File: config.mk
export PLATFORM = sky130hd
export DESIGN_NAME = oaht_ctrl
export DESIGN_NICKNAME = d
export VERILOG_FILES = /design/src/design/oaht_pkg.sv /design/src/design/oaht_ctrl.sv
export SDC_FILE = /design/constraint.sdc
export NUM_CORES = 1
export LEC_CHECK = 0
export ABC_CLOCK_PERIOD_IN_PS = 930
export BUFFER_PORTS_ARGS = -buffer_cell sky130_fd_sc_hd__buf_2
export CAP_MARGIN = 20
export CORE_AREA = 4 4 41 43
export DETAILED_ROUTE_END_ITERATION = 10
export DIE_AREA = 0 0 45 47
export GPL_TIMING_DRIVEN = 0
export PLACE_DENSITY = 0.55
export SKIP_LAST_GASP = 1
export SYNTH_ARGS = -nofsm -noshare
export SYNTH_HDL_FRONTEND = slang
export SYNTH_SLANG_ARGS = --single-unit
File: constraint.sdc
create_clock -name clk -period 0.93 [get_ports clk]
set_clock_uncertainty 0.05 [all_clocks]
set_input_delay 0.0465 -clock clk [delete_from_list [all_inputs] [get_ports clk]]
set_output_delay 0.0465 -clock clk [all_outputs]
set_load 0.05 [all_outputs]
File: src/design/oaht_pkg.sv
package oaht_pkg;

    localparam int SLOTS_DEFAULT = 64;
    localparam int KIND_W        = 2;
    localparam int KEY_W         = 32;
    localparam int HASH_W        = 32;
    localparam int VAL_W         = 64;

    // request kinds
    localparam logic [KIND_W-1:0] KIND_SET = 2'd0;
    localparam logic [KIND_W-1:0] KIND_GET = 2'd1;
    localparam logic [KIND_W-1:0] KIND_DEL = 2'd2;

    // slot status codes
    localparam logic [1:0] SLOT_EMPTY = 2'd0;
    localparam logic [1:0] SLOT_LIVE  = 2'd1;
    localparam logic [1:0] SLOT_TOMB  = 2'd2;

    typedef struct packed {
        logic [KIND_W-1:0] kind;
        logic [KEY_W-1:0]  key_id;
        logic [HASH_W-1:0] key_hash;
        logic [VAL_W-1:0]  new_value;
    } req_t;

    typedef struct packed {
        logic             hit;
        logic [VAL_W-1:0] value_out;
        logic             table_full;
    } rsp_t;

    typedef struct packed {
        logic [1:0]       status;
        logic [KEY_W-1:0] key;
        logic [VAL_W-1:0] value;
    } slot_t;

    localparam int SLOT_W = $bits(slot_t);

    typedef enum logic [2:0] {
        ST_CLEAR,
        ST_IDLE,
        ST_CALC,
        ST_MODR,
        ST_PROBE,
        ST_FINISH
    } state_t;

    typedef struct packed {
        logic clear_en;
        logic load_req;
        logic calc_q;
        logic calc_start;
        logic probe_en;
        logic finish;
    } ctrl_cmd_t;

    typedef struct packed {
        logic clear_last;
        logic quick;
        logic probe_done;
    } dp_status_t;

endpackage

File: src/design/oaht_ctrl.sv
module oaht_ctrl (
    input  logic                   clk,
    input  logic                   rst_n,
    input  logic                   req_valid,
    output logic                   req_ready,
    output logic                   rsp_valid,
    input  logic                   rsp_ready,
    input  oaht_pkg::dp_status_t   status,
    output oaht_pkg::ctrl_cmd_t    cmd
);

    import oaht_pkg::*;

    state_t state_reg;
    state_t state_next;
    logic   rsp_valid_reg;
    logic   rsp_valid_next;
    logic   out_free;

    assign out_free = !rsp_valid_reg || rsp_ready;

    always_ff @(posedge clk or negedge rst_n)
    begin
        if (!rst_n)
        begin
            state_reg     <= ST_CLEAR;
            rsp_valid_reg <= 1'b0;
        end
        else
        begin
            state_reg     <= state_next;
            rsp_valid_reg <= rsp_valid_next;
        end
    end

    always_comb
    begin
        state_next = state_reg;
        unique case (state_reg)
            ST_CLEAR:
            begin
                if (status.clear_last)
                begin
                    state_next = ST_IDLE;
                end
            end
            ST_IDLE:
            begin
                if (req_valid)
                begin
                    state_next = ST_CALC;
                end
            end
            ST_CALC:
            begin
                state_next = ST_MODR;
            end
            ST_MODR:
            begin
                state_next = status.quick ? ST_FINISH : ST_PROBE;
            end
            ST_PROBE:
            begin
                if (status.probe_done)
                begin
                    state_next = ST_FINISH;
                end
            end
            ST_FINISH:
            begin
                if (out_free)
                begin
                    state_next = ST_IDLE;
                end
            end
            default:
            begin
                state_next = ST_CLEAR;
            end
        endcase
    end

    always_comb
    begin
        cmd       = '0;
        req_ready = 1'b0;
        unique case (state_reg)
            ST_CLEAR:
            begin
                cmd.clear_en = 1'b1;
            end
            ST_IDLE:
            begin
                req_ready    = 1'b1;
                cmd.load_req = req_valid;
            end
            ST_CALC:
            begin
                cmd.calc_q = 1'b1;
            end
            ST_MODR:
            begin
                cmd.calc_start = 1'b1;
            end
            ST_PROBE:
            begin
                cmd.probe_en = 1'b1;
            end
            ST_FINISH:
            begin
                cmd.finish = out_free;
            end
            default:
            begin
                cmd = '0;
            end
        endcase
    end

    always_comb
    begin
        rsp_valid_next = rsp_valid_reg;
        if (cmd.finish)
        begin
            rsp_valid_next = 1'b1;
        end
        else if (rsp_ready)
        begin
            rsp_valid_next = 1'b0;
        end
    end

    assign rsp_valid = rsp_valid_reg;

    a_finish_free: assert property (@(posedge clk) disable iff (!rst_n)
        cmd.finish |-> (!rsp_valid_reg || rsp_ready))
        else $error("result loaded over an untaken transaction");

    a_rsp_from_finish: assert property (@(posedge clk) disable iff (!rst_n)
        $rose(rsp_valid_reg) |-> $past(state_reg) == ST_FINISH)
        else $error("result raised outside of finish");

    a_no_accept_clear: assert property (@(posedge clk) disable iff (!rst_n)
        state_reg == ST_CLEAR |-> !req_ready && !cmd.finish)
        else $error("activity during clearing pass");

endmodule

# Yosys cells after proc, flatten, opt, wreduce, memory -nomap -nowiden
# Cells that the tools add are included.
[op_classes]
n_eq_ne = 9
n_mux = 15
n_reduce_logical = 5
[ops]
columns = ["cell", "count"]
rows = [
  ["$pmux 3 s6", 1],
  ["$mux 3", 4],
  ["$mux 1", 10],
  ["$ne 2x2->1 const B", 4],
  ["$eq 3x2->1 const B", 2],
  ["$eq 3x3->1 const B", 2],
  ["$reduce_and 4->1", 1],
  ["$eq 3x1->1 const B", 1],
  ["$logic_not 3->1", 1],
  ["$reduce_bool 2->1", 1],
  ["$logic_not 1->1", 1],
  ["$logic_or 1x1->1", 1],
]
[totals]
regBits = 4
input_bits = 7
out_inout_bits = 8
word_cells = 31

# Depth between registers and ports, before layout
# Gate-level depths: netlist of the first run.
[logic_depth]
depth_word = 4
mapped_depth = 4
ltp_nobuf = 3

# Worst setup path before layout of the first run
# Ideal clock, no wire load.
[synth_timing]
path_kind = "reg2out"
startpoint = "reg state_reg[2]"
endpoint = "out cmd[1] (netlist name)"
arrival_time_ps = 1698
required_ps = 833
setup_slack_ps = -864
path_stages_with_launch = 3
path_buffers = 1
cell_sequence = "dfrtp_1 -> buf_4 -> nor3b_1"
[synth_rtl]
columns = ["item", "line", "source"]
rows = [
  ["start, declared", "oaht_ctrl.sv:14", "state_t state_reg;"],
  ["start signal, assigned", "oaht_ctrl.sv:31", "state_reg <= state_next;"],
  ["end, declared", "oaht_ctrl.sv:9", "output oaht_pkg::ctrl_cmd_t cmd"],
]

==> results of run 1 <==
[cell usage in the layout, fill, tap and decap left out, types with 2 or more instances in the layout]
| cell | synthesis | layout |
|---|---|---|
| buf_8 | 0 | 4 |
| a21oi_2 | 0 | 2 |
| nor2_1 | 4 | 2 |
| nand2_2 | 0 | 3 |
| buf_2 | 0 | 6 |
| nor2b_4 | 2 | 2 |
| clkbuf_4 | 0 | 3 |
| nand2b_1 | 2 | 2 |
| dfrtp_1 | 4 | 2 |
| buf_6 | 0 | 6 |
| buf_4 | 3 | 10 |
| dfrtp_2 | 0 | 2 |
[per-layer routing]
metal	track usage [%]	vias to the layer above	wire [um]
met2	13.0	10	412
met3	4.21	0	58
met4	5.26	0	0
li1	-	155	-
met1	9.70	139	328
met5	0	-	0
[critical path, cell delays in order (launching register included)]
cell and delay, ns:
dfrtp_1 0.33, buf_6 0.11, nor2b_4 0.14, nor2b_4 0.15, and2_4 0.14, buf_8 0.13
[cell families after synthesis]
| group | share of synthesized area, % |
|---|---|
| AOI/OAI and AO/OA | 16.9 |
| DFF | 37.6 |
| buffers and inverters | 8.45 |
| and+or+nand+nor | 37.1 |
[what timing repair did]
item	4_1_cts	5_1_grt
gates cloned	0	0
endpoints found under the hold margin	4	0
hold buffers	1	0
pin swaps	1	2
setup buffers	9	2
gates resized for setup	24	5
endpoints found under the setup margin	11	11
[worst min-delay path by stage]
stage                               endpoint  slack [ns]  cells past startpoint
floorplan              rsp_valid$_DFFE_PN0P_       -0.30                      0
global placement    state_reg[0]$_DFFE_PN0P_       -0.20                      1
detailed placement  state_reg[0]$_DFFE_PN0P_       -0.20                      1
CTS                 state_reg[1]$_DFFE_PN0P_        0.03                      3
global route        state_reg[1]$_DFFE_PN0P_        0.04                      3
finish              state_reg[1]$_DFFE_PN0P_        0.04                      3
[per-stage QoR]
stage | hold WS (ns) | cell area, um2
finish | 0.0366 | 587
global route | 0.0407 | 587
CTS | 0.0258 | 562
detailed placement | -0.197 | 392
global placement | -0.196 | 392
floorplan | -0.299 | 303
[cell type report]
| class | instances | area, um2 | share of cell area (%) |
|---|---|---|---|
| Sequential cell | 4 | 103 | 17.5 |
| Timing Repair Buffer | 25 | 220 | 37.5 |
| Buffer | 2 | 22.5 | 3.84 |
| Multi-Input combinational cell | 23 | 200 | 34.1 |
| Tap cell | 15 | 18.8 | 3.20 |
| Clock buffer | 3 | 22.5 | 3.84 |
==> impl_metrics.toml, run 1 <==
[clock_tree]
cts_tree = "built"
numCtsBuffers = 3
htree_levels = 1
cts.sinks = 4
cts_root_buf = "clkbuf_4"
clk_pin_slew_ns = 0.03
clk_latency_ns = 0.23
clock_path_buffers = 2

[hold_path]
min_path_type = "input port to flip-flop"
hp-start = "req_valid"

[global_route]
grt_max_degree = 11
grt_overflow_total = 0
antenna_found_initial = 0
grt_usage_pct = 8.58
grt_pass1_vias = 316
grt_pass1_wl_um = 1260

[routing]
postRouteAntennaNets = 0
vias = 304
drc_errors = 0
first_iter_violations = 5
wl_per_cell_um = 11.1
viasPerCell = 4.22
dr.pass1.iters = 4
wl_um = 799

[floorplanning]
core_area_um2 = 1300
die_w_um = 45
rows = 13
die_area_um2 = 2120
fp.dieH_um = 47
start_util_pct = 20.5
pin_count = 15

[placement]
dp_slack_ns = -0.307
dp_hpwl_um = 509
io_buffers = 14
gp_congestion = 0.667
dp.cells = 59

[critical_path]
r2r-end = "state_reg[0]$_DFFE_PN0P_"
cp.arrival_ns = 1.23
end_kind = "output port"
r2r-start = "state_reg[1]$_DFFE_PN0P_"
reg2regPathDepth = 4
ff2ff_setup_slack_ns = -0.32
cp-startpoint = "state_reg[0]$_DFFE_PN0P_"
crit_fanout = 5
cp_data_required_time_ns = 0.83
crit_type = "flip-flop to output port"
cp-endpoint = "cmd[4]"
worstSetupStartpointType = "flip-flop"

[final_layout]
synthToLayoutAreaGrowth_pct = 120
final_nets = 66
drive_gt1_share_pct = 80.7
diodes = 0
nFillCells = 133
largest_reg_flops = 3
final_core_util_pct = 45.1
final_cells = 72

[synthesis]
synth-async-reset-ratio_pct = 100
ys.flop_type = "dfrtp_1"
synth_area_leaders = "dfrtp_1 (38%), nor2b_4 (10%), buf_4 (8.5%)"
ys_seq_elements = 4
ys_warn_count = 0
yosysTopAreaCell = "dfrtp_1"
synth_area_um2 = 267
yosysTopAreaCellShare_pct = 37.6
synthCells = 30
synth_most_common_cell = "nand2_1"
syn_nets = 37
synth_top_cells_by_count = "nand2_1 (5), dfrtp_1 (4), nor2_1 (4)"
synth_area_per_cell_um2 = 8.88
synth_cell_types = 15
ys_seq_area_share_pct = 37.6
synth_edf_count = 0

[timing]
slew_violations = 0
rsz0062_at_grt = "yes"
finalCritPeriodShare_pct = 143
finalWorstSetupSlack_ns = -0.401
setup_tns_ns = -3.03
tightest_slew_ns = 0.216
fmax_mhz = 751
finalSetupViolCount = 11
final_hold_viol_count = 0
relSlewSlack_pct = 85.5
min_period_ns = 1.33

[run]
maxCapViolCount = 0

[status]
outcome = "finished with violations"
violations = "setup timing"
Power of run 1 is left out: the tool's default activity adds up to more than one toggle a clock period on the data nets, which glitch-free logic cannot reach.
==> run 2, diff against run 1 <==
--- a/config.mk
+++ b/config.mk
@@ -12,6 +12,7 @@
 export DETAILED_ROUTE_END_ITERATION = 10
 export DIE_AREA = 0 0 45 47
 export GPL_TIMING_DRIVEN = 0
+export MAX_ROUTING_LAYER = met4
 export PLACE_DENSITY = 0.55
 export SKIP_LAST_GASP = 1
 export SYNTH_ARGS = -nofsm -noshare
==> impl_metrics.toml, run 2 (synthesis results as in run 1) <==
[status]
outcome = "finished with violations"
violations = "setup timing"

[critical_path]
end_kind = "output port"
crit_path_cell_trace = "buf_6 -> nor2b_4 -> nor2b_4 -> and2_4 -> buf_8"
cp_slowest_cell = "dfrtp_1"
crit_fanout = 5
cpPeakStageDelay_ns = 0.33
cp.arrival_ns = 1.23
reg2regPathDepth = 4
cp_common_cell = "nor2b_4"
cp_data_required_time_ns = 0.83
crit_type = "flip-flop to output port"
worstSetupStartpointType = "flip-flop"

[hold_path]
min_path_type = "input port to flip-flop"
whs_path_depth = 3

[timing]
holdWs_ns = 0.0367
finalSetupViolCount = 11
finalWorstSetupSlack_ns = -0.401
tightest_slew_ns = 0.216
final_hold_viol_count = 0
finalCritPeriodShare_pct = 143
slew_violations = 0
rsz0062_at_grt = "yes"
relSlewSlack_pct = 85.5
min_period_ns = 1.33
fmax_mhz = 751

[clock_tree]
clk_pin_slew_ns = 0.03
cts_tree = "built"
cts.sinks = 4
clk_latency_ns = 0.23
htree_levels = 1
numCtsBuffers = 3
cts_root_buf = "clkbuf_4"
clock_path_buffers = 2

[placement]
dp_slack_ns = -0.307
gp_congestion = 0.673
dp.cells = 59
io_buffers = 14
placed_area_um2 = 392
dp_hpwl_um = 509

[final_layout]
final_cells = 72
drive_gt1_share_pct = 80.7
diodes = 0
fin_area_um2 = 587
synthToLayoutAreaGrowth_pct = 120
final_nets = 66
final_common_cell = "buf_4"
final_cell_mix = "buf_4 (10), buf_6 (6), buf_2 (6)"
largest_reg_flops = 3

[global_route]
grt_max_degree = 11
grt_usage_pct = 8.86
grt_pass1_wl_um = 1260
grt_pass1_vias = 316
antenna_found_initial = 0
grt_overflow_total = 0

[floorplanning]
core_area_um2 = 1300
fp.dieH_um = 47
pin_count = 15
die_area_um2 = 2120
rows = 13
die_w_um = 45
start_util_pct = 20.5

[routing]
dr.pass1.iters = 4
first_iter_violations = 5
postRouteAntennaNets = 0
viasPerCell = 4.22
wl_per_cell_um = 11.0
vias = 304
wl_um = 795
drc_errors = 0

[run]
maxCapViolCount = 0
==> run 2: cell counts in the layout (fill, tap and decap cells not counted) <==
Identical to the previous run, type by type.
==> run 2: area by class of cell <==
type	count	area, um2
repair buffers	25	220
clock buffers	3	22.5
well taps	15	18.8
flip-flops and latches	4	103
fillers	133	714
multi-input cells	23	200
plain buffers	2	22.5
==> run 2: path summary, 6_finish.rpt <==
path                                               start                  endpoint  slack [ns]
worst max-delay path            state_reg[0]$_DFFE_PN0P_                    cmd[4]       -0.40
worst min-delay path                           req_valid  state_reg[1]$_DFFE_PN0P_        0.04
worst min register to register     rsp_valid$_DFFE_PN0P_     rsp_valid$_DFFE_PN0P_        0.53
max in group asynchronous                          rst_n  state_reg[1]$_DFFE_PN0P_        0.61
min in group asynchronous                          rst_n  state_reg[2]$_DFFE_PN0P_        0.09
worst max register to register  state_reg[1]$_DFFE_PN0P_  state_reg[0]$_DFFE_PN0P_       -0.32
==> run 2: timing repair <==
action / CTS / global route
endpoints found under the setup margin: 11 / 11
gates resized for setup: 24 / 5
pin swaps: 1 / 2
hold buffers: 1 / 0
setup buffers: 9 / 2
endpoints found under the hold margin: 4 / 0
==> run 2: per-layer routing <==
metal / wire (um) / vias up / track usage [%]
met5: 0 / - / -
met4: 0 / 0 / 5.26
met3: 44 / 0 / 3.45
met2: 412 / 10 / 13.0
met1: 338 / 139 / 10.2
li1: - / 155 / -
==> run 2: through the flow <==
step / setup TNS (ns) / util (%)
2_1_floorplan: -1.79 / -
3_3_place_gp: -1.54 / 30.1
3_5_place_dp: -1.63 / 30.1
4_1_cts: -3.11 / 43.2
5_1_grt: -3.63 / 45.1
6_report: -3.03 / 45.1
==> run 2: critical path, delay by kind of cell, from the launching register on <==
| family | cells | cell delay, ns |
|---|---|---|
| flops | 1 | 0.33 |
| simple gates | 3 | 0.43 |
| buf+inv | 2 | 0.24 |
Power of run 2 is left out for the same reason.
==> run 3, diff against run 2 <==
--- a/config.mk
+++ b/config.mk
@@ -8,12 +8,11 @@
 export ABC_CLOCK_PERIOD_IN_PS = 930
 export BUFFER_PORTS_ARGS = -buffer_cell sky130_fd_sc_hd__buf_2
 export CAP_MARGIN = 20
-export CORE_AREA = 4 4 41 43
+export CORE_AREA = 2 2 39 41
 export DETAILED_ROUTE_END_ITERATION = 10
-export DIE_AREA = 0 0 45 47
+export DIE_AREA = 0 0 41 43
 export GPL_TIMING_DRIVEN = 0
 export MAX_ROUTING_LAYER = met4
-export PLACE_DENSITY = 0.55
 export SKIP_LAST_GASP = 1
 export SYNTH_ARGS = -nofsm -noshare
 export SYNTH_HDL_FRONTEND = slang
==> impl_metrics.toml, run 3 (synthesis results as in run 1) <==
[clock_tree]
cts_tree = "built"
clk_latency_ns = 0.23
clock_path_buffers = 2
cts.sinks = 4
cts_root_buf = "clkbuf_4"
htree_levels = 1
numCtsBuffers = 3
clk_pin_slew_ns = 0.04

[placement]
io_buffers = 14
dp_hpwl_um = 456
placed_area_um2 = 393
gp_congestion = 0.656

[global_route]
grt_pass1_wl_um = 1190
antenna_found_initial = 0
grt_usage_pct = 10.9
grt_overflow_total = 0
grt_max_degree = 11
grt_pass1_vias = 303

[final_layout]
synthToLayoutAreaGrowth_pct = 119
final_common_cell = "buf_4"
final_cell_mix = "buf_4 (9), buf_6 (7), buf_2 (6)"
drive_gt1_share_pct = 77.2
fin_area_um2 = 584
diodes = 0
final_nets = 66
largest_reg_flops = 3

[routing]
first_iter_violations = 3
vias = 313
postRouteAntennaNets = 0
wl_um = 787
wl_per_cell_um = 10.8
dr.pass1.iters = 3
drc_errors = 0
viasPerCell = 4.29

[timing]
final_hold_viol_count = 0
min_period_ns = 1.35
rsz0062_at_grt = "yes"
setup_tns_ns = -3.03
slew_violations = 0
holdWs_ns = 0.0453
finalSetupViolCount = 11
finalCritPeriodShare_pct = 145
fmax_mhz = 743
finalWorstSetupSlack_ns = -0.415
tightest_slew_ns = 0.178
relSlewSlack_pct = 88.1

[critical_path]
crit_type = "flip-flop to output port"
cp.arrival_ns = 1.25
end_kind = "output port"
worstSetupStartpointType = "flip-flop"
ff2ff_setup_slack_ns = -0.21
cp_data_required_time_ns = 0.83
crit_fanout = 7

[status]
outcome = "finished with violations"
violations = "setup timing"

[floorplanning]
core_area_um2 = 1380
die_area_um2 = 1760
start_util_pct = 19.3
die_w_um = 41
rows = 14
pin_count = 15
fp.dieH_um = 43

[run]
maxCapViolCount = 0

[hold_path]
min_path_type = "input port to flip-flop"
==> run 3: cell counts in the layout (fill, tap and decap cells not counted) <==
Identical to the previous run, type by type.
==> run 3: cell type report <==
class                      instances  area, um2
clock buffer                       3       22.5
timing repair buffer              26        235
fill                             142        800
sequential                         4        104
tap                               16       20.0
multi-input combinational         23        191
buffer                             1       11.3
==> run 3: timing repair <==
item	in CTS	in global routing
setup buffers	7	4
resized for setup	19	11
hold buffers	1	0
pin swaps	1	3
gates cloned	0	0
endpoints found under the setup margin	11	12
hold endpoints to repair	4	0
==> run 3: worst paths after layout <==
path,start,to,cells past startpoint
worst max-delay path,state_reg[0]$_DFFE_PN0P_,cmd[4],4
worst min-delay path,req_valid,state_reg[1]$_DFFE_PN0P_,3
worst max register to register,state_reg[0]$_DFFE_PN0P_,state_reg[2]$_DFFE_PN0P_,5
worst min register to register,rsp_valid$_DFFE_PN0P_,rsp_valid$_DFFE_PN0P_,2
max in group asynchronous,rst_n,rsp_valid$_DFFE_PN0P_,2
min in group asynchronous,rst_n,state_reg[0]$_DFFE_PN0P_,2
==> run 3: layer usage <==
metal	track usage [%]	wire, um
met3	3.14	52
met2	13.1	406
met5	-	0
met1	13.0	300
met4	12.0	27
==> run 3: worst max-delay path: stages, from the launching register on <==
cell and delay (ns):
dfrtp_2 0.41, nor2b_4 0.18, nor2b_4 0.15, and2_4 0.14
buf_8 0.13
==> run 3: stage by stage <==
step / worst slack, ns / utilization [%] / std cells
after floorplan: -0.402 / - / 30
after global placement: -0.311 / 28.4 / 60
after detailed placement: -0.307 / 28.4 / 60
after CTS: -0.434 / 38.0 / 70
after global routing: -0.479 / 42.2 / 73
final: -0.415 / 42.2 / 73
Power of run 3 is left out for the same reason.
